**src/design/qse_pkg.sv**
```systemverilog
// qse_pkg: shared constants for the quicksort engine
`timescale 1ns / 1ps
`default_nettype none
package qse_pkg;

  localparam int MAX_ITEMS_DEF = 64;
  localparam int KEY_WIDTH_DEF = 32;

endpackage
`default_nettype wire

```
**src/design/qse_in_if.sv**
```systemverilog
// qse_in_if: key load channel of the quicksort engine
`timescale 1ns / 1ps
`default_nettype none
interface qse_in_if #(
  parameter int KEY_WIDTH = qse_pkg::KEY_WIDTH_DEF
);
  logic                        valid;
  logic                        ready;
  logic signed [KEY_WIDTH-1:0] key_in;
  logic                        last_in;

  modport source (output valid, output key_in, output last_in, input ready);
  modport sink (input valid, input key_in, input last_in, output ready);
endinterface
`default_nettype wire

```
**src/design/qse_out_if.sv**
```systemverilog
// qse_out_if: sorted key channel of the quicksort engine
`timescale 1ns / 1ps
`default_nettype none
interface qse_out_if #(
  parameter int KEY_WIDTH = qse_pkg::KEY_WIDTH_DEF
);
  logic                        valid;
  logic                        ready;
  logic signed [KEY_WIDTH-1:0] key_out;
  logic                        last_out;
  logic                        overflowed;

  modport source (output valid, output key_out, output last_out, output overflowed, input ready);
  modport sink (input valid, input key_out, input last_out, input overflowed, output ready);
endinterface
`default_nettype wire

```
**src/design/quicksort_engine.sv**
```systemverilog
// Keys arrive one per request on in_ch and are stored until the request marked last; keys beyond
// MAX_ITEMS are dropped and every result of that run then carries overflowed. The stored set is
// sorted in place (quicksort, last element of each range as pivot, ranges kept on an explicit
// stack memory) and streamed out on out_ch, last_out on the final key. cfg_wdata set to 1 sorts
// descending; write it only while the engine is idle. Loading accepts one key per cycle. In a
// partition each element is read from the key store, compared with the pivot and, when it
// goes left, swapped with two writes through the single write port; the scan waits on the
// registered read of the key store. Each range is popped from the stack, its pivot read and
// scanned; the pivot is then written into place and sub-ranges of two or more keys pushed.
// Each sorted key is read from the store and held on out_ch until it is taken. No new key is
// taken while a run is sorting or emitting.
`timescale 1ns / 1ps
`default_nettype none
module quicksort_engine #(
  parameter int MAX_ITEMS = qse_pkg::MAX_ITEMS_DEF,
  parameter int KEY_WIDTH = qse_pkg::KEY_WIDTH_DEF
) (
  input  wire logic clk,
  input  wire logic rst_n,
  qse_in_if.sink    in_ch,
  qse_out_if.source out_ch,
  input  wire logic cfg_we,
  input  wire logic cfg_wdata
);

  localparam int AW  = $clog2(MAX_ITEMS);
  localparam int CW  = $clog2(MAX_ITEMS + 1);
  localparam int SD  = MAX_ITEMS / 2;
  localparam int SAW = (SD > 1) ? $clog2(SD) : 1;
  localparam int SPW = $clog2(SD + 1);

  typedef enum logic [3:0] {
    S_LOAD,
    S_START,
    S_POP,
    S_POP_W,
    S_PIVOT,
    S_SCAN_RD,
    S_SCAN_CMP,
    S_SCAN_SWAP,
    S_FIN_RD,
    S_FIN_W1,
    S_FIN_W2,
    S_PUSH_R,
    S_EMIT_RD,
    S_EMIT_LD,
    S_EMIT_HOLD
  } state_t;

  typedef struct packed {
    logic [AW-1:0] lo;
    logic [AW-1:0] hi;
  } range_t;

  state_t                state_r, state_nxt;
  logic [CW-1:0]         count_r, count_nxt;
  logic                  ovf_r, ovf_nxt;
  logic [SPW-1:0]        sp_r, sp_nxt;
  logic [AW-1:0]         lo_r, lo_nxt;
  logic [AW-1:0]         hi_r, hi_nxt;
  logic [AW-1:0]         i_r, i_nxt;
  logic [AW-1:0]         pos_r, pos_nxt;
  logic [AW-1:0]         e_r, e_nxt;
  logic [KEY_WIDTH-1:0]  pivot_r, pivot_nxt;
  logic [KEY_WIDTH-1:0]  tmp_r, tmp_nxt;
  logic                  order_r;
  logic                  out_valid_r, out_valid_nxt;
  logic [KEY_WIDTH-1:0]  out_key_r, out_key_nxt;
  logic                  out_last_r, out_last_nxt;
  logic                  out_ovf_r, out_ovf_nxt;

  // key store: one write port, two registered read ports
  logic [KEY_WIDTH-1:0]  key_mem [MAX_ITEMS];
  logic                  km_we;
  logic [AW-1:0]         km_waddr;
  logic [KEY_WIDTH-1:0]  km_wdata;
  logic [AW-1:0]         km_ra, km_rb;
  logic [KEY_WIDTH-1:0]  km_rda_r, km_rdb_r;

  // range stack
  range_t                stk_mem [SD];
  logic                  sk_we;
  logic [SAW-1:0]        sk_waddr;
  range_t                sk_wdata;
  logic [SAW-1:0]        sk_raddr;
  range_t                sk_rdata_r;

  logic                  in_acc;
  logic                  goes_left;
  logic                  scan_done;
  logic [AW:0]           lo_plus1, pos_plus1;

  assign in_acc    = in_ch.valid && in_ch.ready;
  assign goes_left = order_r ? ($signed(km_rda_r) >= $signed(pivot_r))
                             : ($signed(km_rda_r) <= $signed(pivot_r));
  assign scan_done = ((i_r + AW'(1)) == hi_r);
  assign lo_plus1  = {1'b0, lo_r} + (AW+1)'(1);
  assign pos_plus1 = {1'b0, pos_r} + (AW+1)'(1);

  assign in_ch.ready       = (state_r == S_LOAD);
  assign out_ch.valid      = out_valid_r;
  assign out_ch.key_out    = out_key_r;
  assign out_ch.last_out   = out_last_r;
  assign out_ch.overflowed = out_ovf_r;

  always_comb begin
    state_nxt     = state_r;
    count_nxt     = count_r;
    ovf_nxt       = ovf_r;
    sp_nxt        = sp_r;
    lo_nxt        = lo_r;
    hi_nxt        = hi_r;
    i_nxt         = i_r;
    pos_nxt       = pos_r;
    e_nxt         = e_r;
    pivot_nxt     = pivot_r;
    tmp_nxt       = tmp_r;
    out_valid_nxt = out_valid_r;
    out_key_nxt   = out_key_r;
    out_last_nxt  = out_last_r;
    out_ovf_nxt   = out_ovf_r;
    km_we         = 1'b0;
    km_waddr      = pos_r;
    km_wdata      = km_rda_r;
    km_ra         = i_r;
    km_rb         = pos_r;
    sk_we         = 1'b0;
    sk_waddr      = sp_r[SAW-1:0];
    sk_wdata      = '{lo: lo_r, hi: hi_r};
    sk_raddr      = SAW'(sp_r - SPW'(1));

    unique case (state_r)
      S_LOAD: begin
        if (in_acc) begin
          if (count_r < CW'(MAX_ITEMS)) begin
            km_we     = 1'b1;
            km_waddr  = count_r[AW-1:0];
            km_wdata  = in_ch.key_in;
            count_nxt = count_r + CW'(1);
          end else begin
            ovf_nxt = 1'b1;
          end
          if (in_ch.last_in) begin
            state_nxt = S_START;
          end
        end
      end
      S_START: begin
        if (count_r < CW'(2)) begin
          e_nxt     = '0;
          state_nxt = S_EMIT_RD;
        end else begin
          sk_we     = 1'b1;
          sk_waddr  = '0;
          sk_wdata  = '{lo: '0, hi: AW'(count_r - CW'(1))};
          sp_nxt    = SPW'(1);
          state_nxt = S_POP;
        end
      end
      S_POP: begin
        if (sp_r == '0) begin
          e_nxt     = '0;
          state_nxt = S_EMIT_RD;
        end else begin
          sp_nxt    = sp_r - SPW'(1);
          state_nxt = S_POP_W;
        end
      end
      S_POP_W: begin
        lo_nxt    = sk_rdata_r.lo;
        hi_nxt    = sk_rdata_r.hi;
        i_nxt     = sk_rdata_r.lo;
        pos_nxt   = sk_rdata_r.lo;
        km_ra     = sk_rdata_r.hi;
        state_nxt = S_PIVOT;
      end
      S_PIVOT: begin
        pivot_nxt = km_rda_r;
        state_nxt = S_SCAN_RD;
      end
      S_SCAN_RD: begin
        state_nxt = S_SCAN_CMP;
      end
      S_SCAN_CMP: begin
        if (goes_left) begin
          // first half of the swap: element i moves to pos
          km_we     = 1'b1;
          km_waddr  = pos_r;
          km_wdata  = km_rda_r;
          tmp_nxt   = km_rdb_r;
          state_nxt = S_SCAN_SWAP;
        end else if (scan_done) begin
          state_nxt = S_FIN_RD;
        end else begin
          i_nxt     = i_r + AW'(1);
          state_nxt = S_SCAN_RD;
        end
      end
      S_SCAN_SWAP: begin
        km_we    = 1'b1;
        km_waddr = i_r;
        km_wdata = tmp_r;
        pos_nxt  = pos_r + AW'(1);
        if (scan_done) begin
          state_nxt = S_FIN_RD;
        end else begin
          i_nxt     = i_r + AW'(1);
          state_nxt = S_SCAN_RD;
        end
      end
      S_FIN_RD: begin
        state_nxt = S_FIN_W1;
      end
      S_FIN_W1: begin
        km_we     = 1'b1;
        km_waddr  = hi_r;
        km_wdata  = km_rdb_r;
        state_nxt = S_FIN_W2;
      end
      S_FIN_W2: begin
        km_we    = 1'b1;
        km_waddr = pos_r;
        km_wdata = pivot_r;
        if ({1'b0, pos_r} > lo_plus1) begin
          sk_we    = 1'b1;
          sk_wdata = '{lo: lo_r, hi: pos_r - AW'(1)};
          sp_nxt   = sp_r + SPW'(1);
        end
        state_nxt = S_PUSH_R;
      end
      S_PUSH_R: begin
        if (pos_plus1 < {1'b0, hi_r}) begin
          sk_we    = 1'b1;
          sk_wdata = '{lo: pos_r + AW'(1), hi: hi_r};
          sp_nxt   = sp_r + SPW'(1);
        end
        state_nxt = S_POP;
      end
      S_EMIT_RD: begin
        km_ra     = e_r;
        state_nxt = S_EMIT_LD;
      end
      S_EMIT_LD: begin
        out_valid_nxt = 1'b1;
        out_key_nxt   = km_rda_r;
        out_last_nxt  = (CW'(e_r) == (count_r - CW'(1)));
        out_ovf_nxt   = ovf_r;
        state_nxt     = S_EMIT_HOLD;
      end
      S_EMIT_HOLD: begin
        // prefetch the next key so that S_EMIT_LD can load it as soon as the request is taken
        km_ra = e_r + AW'(1);
        if (out_ch.ready) begin
          out_valid_nxt = 1'b0;
          if (out_last_r) begin
            count_nxt = '0;
            ovf_nxt   = 1'b0;
            sp_nxt    = '0;
            state_nxt = S_LOAD;
          end else begin
            e_nxt     = e_r + AW'(1);
            state_nxt = S_EMIT_LD;
          end
        end
      end
      default: begin
        state_nxt = S_LOAD;
      end
    endcase
  end

  always_ff @(posedge clk) begin
    if (!rst_n) begin
      state_r     <= S_LOAD;
      count_r     <= '0;
      ovf_r       <= 1'b0;
      sp_r        <= '0;
      order_r     <= 1'b0;
      out_valid_r <= 1'b0;
    end else begin
      state_r     <= state_nxt;
      count_r     <= count_nxt;
      ovf_r       <= ovf_nxt;
      sp_r        <= sp_nxt;
      out_valid_r <= out_valid_nxt;
      if (cfg_we) begin
        order_r <= cfg_wdata;
      end
    end
    lo_r      <= lo_nxt;
    hi_r      <= hi_nxt;
    i_r       <= i_nxt;
    pos_r     <= pos_nxt;
    e_r       <= e_nxt;
    pivot_r   <= pivot_nxt;
    tmp_r     <= tmp_nxt;
    out_key_r <= out_key_nxt;
    out_last_r <= out_last_nxt;
    out_ovf_r <= out_ovf_nxt;
  end

  always_ff @(posedge clk) begin
    if (km_we) begin
      key_mem[km_waddr] <= km_wdata;
    end
    km_rda_r <= key_mem[km_ra];
    km_rdb_r <= key_mem[km_rb];
  end

  always_ff @(posedge clk) begin
    if (sk_we) begin
      stk_mem[sk_waddr] <= sk_wdata;
    end
    sk_rdata_r <= stk_mem[sk_raddr];
  end

  a_out_only_hold: assert property (@(posedge clk) disable iff (!rst_n)
    out_valid_r |-> (state_r == S_EMIT_HOLD))
    else $error("result shown outside the emit hold state");

  a_stack_bound: assert property (@(posedge clk) disable iff (!rst_n)
    sp_r <= SPW'(SD))
    else $error("range stack overrun");

  a_scan_order: assert property (@(posedge clk) disable iff (!rst_n)
    (state_r == S_SCAN_RD || state_r == S_SCAN_CMP || state_r == S_SCAN_SWAP)
      |-> (lo_r <= pos_r && pos_r <= i_r && i_r < hi_r))
    else $error("partition indices out of order");

  a_run_clears: assert property (@(posedge clk) disable iff (!rst_n)
    (out_ch.valid && out_ch.ready && out_ch.last_out)
      |=> (count_r == '0 && !ovf_r && state_r == S_LOAD))
    else $error("run state not cleared after final result");

  a_count_bound: assert property (@(posedge clk) disable iff (!rst_n)
    count_r <= CW'(MAX_ITEMS))
    else $error("key count beyond store depth");

endmodule
`default_nettype wire

```
**src/flat_wrapper.sv**
```systemverilog
// flat-port wrapper written by rule: the top's interface ports become plain ports
module quicksort_engine_flat 
#(
  parameter int MAX_ITEMS = qse_pkg::MAX_ITEMS_DEF,
  parameter int KEY_WIDTH = qse_pkg::KEY_WIDTH_DEF
)
  (clk, rst_n, cfg_we, cfg_wdata, in_ch_valid, in_ch_key_in, in_ch_last_in, in_ch_ready, out_ch_valid, out_ch_key_out, out_ch_last_out, out_ch_overflowed, out_ch_ready);
  qse_in_if #(.KEY_WIDTH(KEY_WIDTH)) in_ch_i ();
  qse_out_if #(.KEY_WIDTH(KEY_WIDTH)) out_ch_i ();
  input  wire logic clk;
  input  wire logic rst_n;
  input  wire logic cfg_we;
  input  wire logic cfg_wdata;
  input wire logic [$bits(in_ch_i.valid)-1:0] in_ch_valid;
  input wire logic [$bits(in_ch_i.key_in)-1:0] in_ch_key_in;
  input wire logic [$bits(in_ch_i.last_in)-1:0] in_ch_last_in;
  output wire logic [$bits(in_ch_i.ready)-1:0] in_ch_ready;
  output wire logic [$bits(out_ch_i.valid)-1:0] out_ch_valid;
  output wire logic [$bits(out_ch_i.key_out)-1:0] out_ch_key_out;
  output wire logic [$bits(out_ch_i.last_out)-1:0] out_ch_last_out;
  output wire logic [$bits(out_ch_i.overflowed)-1:0] out_ch_overflowed;
  input wire logic [$bits(out_ch_i.ready)-1:0] out_ch_ready;
  assign in_ch_i.valid = in_ch_valid;
  assign in_ch_i.key_in = in_ch_key_in;
  assign in_ch_i.last_in = in_ch_last_in;
  assign in_ch_ready = in_ch_i.ready;
  assign out_ch_valid = out_ch_i.valid;
  assign out_ch_key_out = out_ch_i.key_out;
  assign out_ch_last_out = out_ch_i.last_out;
  assign out_ch_overflowed = out_ch_i.overflowed;
  assign out_ch_i.ready = out_ch_ready;
  quicksort_engine #(.MAX_ITEMS(MAX_ITEMS), .KEY_WIDTH(KEY_WIDTH)) u_core (.clk(clk), .rst_n(rst_n), .in_ch(in_ch_i), .out_ch(out_ch_i), .cfg_we(cfg_we), .cfg_wdata(cfg_wdata));
endmodule
```
**config.mk**
```make
export PLATFORM = sky130hd
export DESIGN_NAME = quicksort_engine_flat
export DESIGN_NICKNAME = d
export VERILOG_FILES = /design/src/design/qse_pkg.sv /design/src/design/qse_in_if.sv /design/src/design/qse_out_if.sv /design/src/design/quicksort_engine.sv /design/src/flat_wrapper.sv
export SDC_FILE = /design/constraint.sdc
export NUM_CORES = 2
export LEC_CHECK = 0
export BUFFER_PORTS_ARGS = -buffer_cell sky130_fd_sc_hd__buf_4
export CAP_MARGIN = 20
export CORE_MARGIN = 2
export CORE_UTILIZATION = 30
export CTS_CLUSTER_DIAMETER = 60
export DETAILED_ROUTE_END_ITERATION = 7
export PLACE_DENSITY = 0.45
export SYNTH_ARGS = -nofsm -noshare
export SYNTH_HDL_FRONTEND = slang
export SYNTH_SLANG_ARGS = --single-unit
export TNS_END_PERCENT = 5
```
**constraint.sdc**
```tcl
create_clock -name clk -period 4.7 [get_ports clk]
set_input_delay 0.235 -clock clk [delete_from_list [all_inputs] [get_ports clk]]
set_output_delay 0.235 -clock clk [all_outputs]
set_load 0.005 [all_outputs]
```
---- Word level (Yosys, flattened, before mapping) ----
Memories as Yosys holds them, arrays and structs flattened. A register that Yosys moved wholly into a read port is not among the register bits.
Cells that the tools add are included.
word-level totals
  bits in read-only memories .............. 0
  bits in latches ......................... 0
  input port bits ......................... 39
  bits in writable memories ............... 2,432
  register bits ........................... 148
  memories kept ........................... 2
memory list
  memory          words  bits a word  read ports  clocked after Yosys merged registers in  write ports  RTL line                RTL
  u_core.key_mem  64     32           2           2                                        1            quicksort_engine.sv:73  logic [KEY_WIDTH-1:0] key_mem [MAX_ITEMS];
  u_core.stk_mem  32     12           1           1                                        1            quicksort_engine.sv:81  range_t stk_mem [SD];
operators by class
  multiply operators ...................... 0
  shifts and indexed selects .............. 0
  $add $sub $neg .......................... 10
  muxes and demuxes ....................... 63
  reductions and logical operators ........ 18
  eq/ne operators ......................... 30
  bitwise operators ....................... 0
  magnitude comparators ................... 6
  divide/modulo/power cells ............... 0
operators by type and width
  kind                                                                     number
  32-bit one-hot mux with 4 select lines                                   1
  6-bit 2-to-1 mux                                                         15
  6-bit one-hot mux with 3 select lines                                    4
  32-bit 2-to-1 mux                                                        2
  4-bit one-hot mux with 15 select lines                                   1
  12-bit one-hot mux with 3 select lines                                   1
  32-bit >= comparator                                                     1
  32-bit less-or-equal comparator                                          1
  4-bit 2-to-1 mux                                                         8
  6-bit one-hot mux with 5 select lines                                    1
  4-bit == test, second input constant                                     7
  7-bit 2-to-1 mux                                                         4
  6-bit by 1-bit adder with 6-bit output, second input constant            4
  12-bit 2-to-1 mux                                                        2
  2-bit inequality test, second input constant                             9
  4-bit by 3-bit == test with 1-bit output, second input constant          4
  1-bit 2-to-1 mux                                                         16
  5-bit AND reduction                                                      3
  6-bit by 1-bit adder with 7-bit output, second input constant            2
  7-bit one-hot mux with 2 select lines                                    1
  6-bit one-hot mux with 2 select lines                                    1
  6-bit by 1-bit subtractor with 6-bit output, second input constant       2
  5-bit 2-to-1 mux                                                         2
  2-bit by 1-bit inequality test with 1-bit output, second input constant  5
  other kinds (22)                                                         30

---- Longest topological paths before layout ----
  depth after elaboration ................. 6
  depth in mapped cells ................... 17
  depth with buffers taken out ............ 11

---- Least setup slack after synthesis ----
Ideal clock, no wire load.
  kind .................................... reg-to-reg
  start ................................... register u_core.pos_r[0], in the netlist u_core.km_rb[0]
  end ..................................... memory u_core.stk_mem[0][9] in the netlist's numbering (data pin)
  stages on the path, launching flop included .. 17
  period minus slack after synthesis ...... 5.125 ns
  data arrival time ....................... 4.670 ns
  required time ........................... 4.246 ns
  slack ................................... -0.425 ns
  path buffers ............................ 6
  path through ............................ edfxtp_1 > buf_4 > buf_4 > buf_2 > buf_2 > buf_2 > inv_1 > ha_1 > ha_1 > a21boi_0 > o21a_1 > o21ai_0 > nand2b_1 > a31oi_1 > nand4_1 > clkbuf_1 > o21ai_0
RTL lines
  item                    RTL line                 RTL
  start, declared         quicksort_engine.sv:62   logic [AW-1:0] pos_r, pos_nxt;
  start signal, assigned  quicksort_engine.sv:293  pos_r <= pos_nxt;
  end, declared           quicksort_engine.sv:81

---- Final worst setup path ----
  start ................................... register u_core.state_r[2]
  end ..................................... register u_core.km_rda_r[2] (read register of u_core.key_mem)
on the way
  word-level cells in the longest chain between the ends .. 2
ends and longest elaborated chain
  item                                                                       RTL line                 RTL
  start, declared                                                            quicksort_engine.sv:55   state_t state_r, state_nxt;
  start signal, assigned                                                     quicksort_engine.sv:281  state_r <= state_nxt;
  4-bit == test or 4-bit by 2-bit == test with 1-bit output (tied branches)  quicksort_engine.sv:132  unique case (state_r)
  6-bit one-hot mux with 3 select lines *                                    quicksort_engine.sv:132
  end, declared                                                              quicksort_engine.sv:78   logic [KEY_WIDTH-1:0] km_rda_r, km_rdb_r;
Mark *: on every way between the ends. The rest lies on a longest branch, timed or not.
A chain may end at the register's enable or synchronous reset.

==> flow_summary.toml <==
[timing]
hold_violations = 0
period_share_pct = 101.3
worstMarginPinSlew_ps = 1049
clock_skew_ps = 79.16
maxSlewHeadroom_pct = 29.92
final_max_slew_viol_count = 0
fmax_ghz = 0.2100
layout_min_cycle_time_ps = 4761
worst_slack_ps = -60.92
setup_viol_count_final = 1

[placement]
hpwlAfterDp_mm = 328.2
place_area_mm2 = 0.1323
place_congestion = 0.9077
port_buffers = 74
dp_cells = 12670

[finish]
final_cells = 13300
syn2layout_area_growth_pct = 18.39
num-nets-final = 7815
final_cell_mix = "edfxtp_1 (2560), mux4_2 (769), nand2_1 (654)"
drive_gt1_share_pct = 26.23
final_cell_area_mm2 = 0.1425
layout_commonest_cell = "edfxtp_1"

[setup_path]
cpMostUsedCell = "buf_12"
slowest_stage = "nand4_1"
crit_path_max_fanout = 42
r2r-start = "u_core.state_r[2]$_SDFFE_PN0P_"
worstReg2RegEnd = "u_core.km_rda_r[2]$_DFF_P_"
worst-r2r-setup-slack_ps = -60
start_kind = "flip-flop"
cpPeakStageDelay_ps = 800
worstPathRequired_ps = 5190
endpoint_kind = "flip-flop"
worstSetupStartpoint = "u_core.state_r[2]$_SDFFE_PN0P_"
endpoint = "u_core.km_rda_r[2]$_DFF_P_"
path_class = "flip-flop to flip-flop"
crit_chain = "nand4bb_1, buf_4, nand2_1, a2bb2oi_4, buf_12, buf_12, buf_12, buf_4, mux2i_1, a221oi_1, a32oi_2, nand4_1"
reg2reg_depth = 12
cp.arrival_ps = 5250

[hold_path]
hold_path_class = "primary input to flip-flop"
min_from = "in_ch_key_in[6]"

[die]
initial_core_util_pct = 30.15
core_mm2 = 0.3994
die_area_mm2 = 0.4064
die_y_um = 637.5
die_w_um = 637.5
rows = 232
io-pin-count = 75

[routing]
viasPerCell = 5.805
drt_iter0_markers = 9597
post_drt_wl_per_cell_um = 36.77
ant_nets = 0
dr.pass1.iters = 6
routed_wl_mm = 489.1
vias = 77210
drc_errors = 0

[cts]
postCtsSetupBuffers = 0
cts_max_level = 5
clk_pin_slew_ps = 60
clkSinkCount = 2656
worstSkewPairLatency_ps = 950
cts_tree = "done"
cts_made_buffers = 308
cts_buffer_depth = 4
cts-root-buf = "clkbuf_16"

[logic_synthesis]
yosys.area.top_type_share_pct = 63.84
async_flop_share_pct = 0
yosysUniqueCellTypes = 88
syn_inst = 7265
syn-num-nets = 7357
synth_top_area_cell = "edfxtp_1"
synth_area_per_cell_um2 = 16.57
synth.cell_area_mm2 = 0.1204
ys_seq_area_share_pct = 65.44
synth-main-ff-cell = "edfxtp_1"
synth-edff-count = 2560
synth_area_leaders = "edfxtp_1 (64%), mux4_2 (14%), mux2i_1 (4.8%)"
ys_warn_count = 0
ys_ff_latch = 2656

[global_routing]
antenna_found_initial = 35
grt_overflow = 0
grt_max_degree = 106
grt.total_usage_pct = 23.42
grt_pass1_vias = 76610
grt_pass1_wl_mm = 660.8

[power_and_ir_drop]
power.density_mw_per_mm2 = 450.5
ir_drop_v = 0.0003200
p_leak_nw = 46.68

[run]
max_cap_viol_count = 0

[run_status]
violations = "negative setup slack"
outcome = "complete, but fails checks"
## power by group
part	total (W)	internal, W	switching [W]
Sequential	0.0292	0.0286	0.000573
Combinational	0.0110	0.00342	0.00755
Clock	0.0241	0.0140	0.0101
Total	0.0642	0.0460	0.0182
## worst min-delay path by stage
stage / to / slack [ps] / cells past startpoint
global route: u_core.key_mem[36][2]$_DFFE_PP_ / 10 / 2
finish: u_core.key_mem[50][6]$_DFFE_PP_ / 50 / 3
CTS: u_core.key_mem[51][12]$_DFFE_PP_ / 10 / 3
detailed placement: u_core.tmp_r[6]$_DFFE_PP_ / 420 / 0
floorplan: u_core.state_r[1]$_SDFFE_PN0P_ / 360 / 1
global placement: u_core.out_ch.overflowed$_DFFE_PP_ / 420 / 0
## synth_stat cells, types with 37 or more instances
master / n
mux4_2: 769
o21ai_0: 79
clkbuf_1: 263
a22oi_1: 57
nor2b_1: 37
a21oi_1: 158
o22ai_1: 76
a221o_1: 38
edfxtp_1: 2560
inv_1: 53
o221ai_1: 155
nand2_1: 657
ha_1: 53
mux2i_1: 573
buf_2: 174
a32oi_1: 160
nor2_1: 145
nand3_1: 372
nand4_1: 128
a221oi_1: 38
buf_1: 71
nor3_1: 131
a31oi_1: 53
dfxtp_1: 96
buf_4: 38
## flip-flops by register name, indices dropped and copies added, names as in the netlist, 7 cells and up
signal,flops
u_core.key_mem,2048
u_core.tmp_r,32
u_core.stk_mem,384
u_core.count_r,7
u_core.km_rda_r,32
u_core.out_ch.key_out,32
u_core.km_rdb_r,32
u_core.pivot_r,32
u_core.sk_rdata_r,12
## area by class of cell
type                            count  area [um2]
Fill cell                       37610      256900
Clock inverter                    149        1480
Inverter                           58       225.2
Sequential cell                  2656       78800
Antenna cell                       61       152.6
Tap cell                         5265        6588
Clock buffer                      413        8504
Multi-Input combinational cell   3990       39600
Timing Repair Buffer              709        7196
## routing by layer
layer | track usage [%] | part of all wire (%) | up-vias | wire (um)
met5 | 0 | 0.0018 | - | 9
met4 | 14.55 | 7.1 | 2 | 34930
met2 | 37.84 | 47 | 3822 | 230800
met1 | 29.88 | 39 | 41380 | 191300
met3 | 3.097 | 6.6 | 923 | 32120
li1 | - | - | 31090 | -
## repair_timing
action / in CTS / in global routing
hold endpoints to repair: 79 / 0
gates resized for setup: 3 / 0
endpoints found under the setup margin: 2 / 0
hold buffers: 11 / 0
## through the flow
step | hold slack [ps] | total power [W] | TNS, ps | utilization, % | setup slack [ps]
after global routing | 14.49 | 0.06591 | -69.30 | 35.68 | -69.30
after CTS | 13.76 | 0.06458 | 0 | 35.64 | 123.7
after global placement | 415.3 | 0.04054 | -44.09 | 33.11 | -44.09
final | 45.45 | 0.06422 | -60.92 | 35.69 | -60.92
after floorplan | 362.9 | 0.03471 | -780210 | - | -424.5
after detailed placement | 420.3 | 0.04059 | -44.48 | 33.11 | -40.94
## critical path: cells and delay by family (launching register included)
kind / cells / cell delay [ps]
AND/OR/NAND/NOR: 3 / 1460
buffers and inverters: 5 / 1280
AO/OA/AOI/OAI: 3 / 740
flip-flops: 1 / 460
multiplexers: 1 / 250
## cell families after synthesis
kind of cell	count (synthesis)	synth area share, %
flip-flops	2656	65.44
AND/OR/NAND/NOR	1583	6.144
multiplexers	1357	19.29
AO/OA/AOI/OAI	951	5.921
buffers and inverters	619	2.321
adder cells (fa/ha/maj)	53	0.5507
XOR/XNOR	46	0.3346
Note: power is estimated with default switching activity, not from simulation.
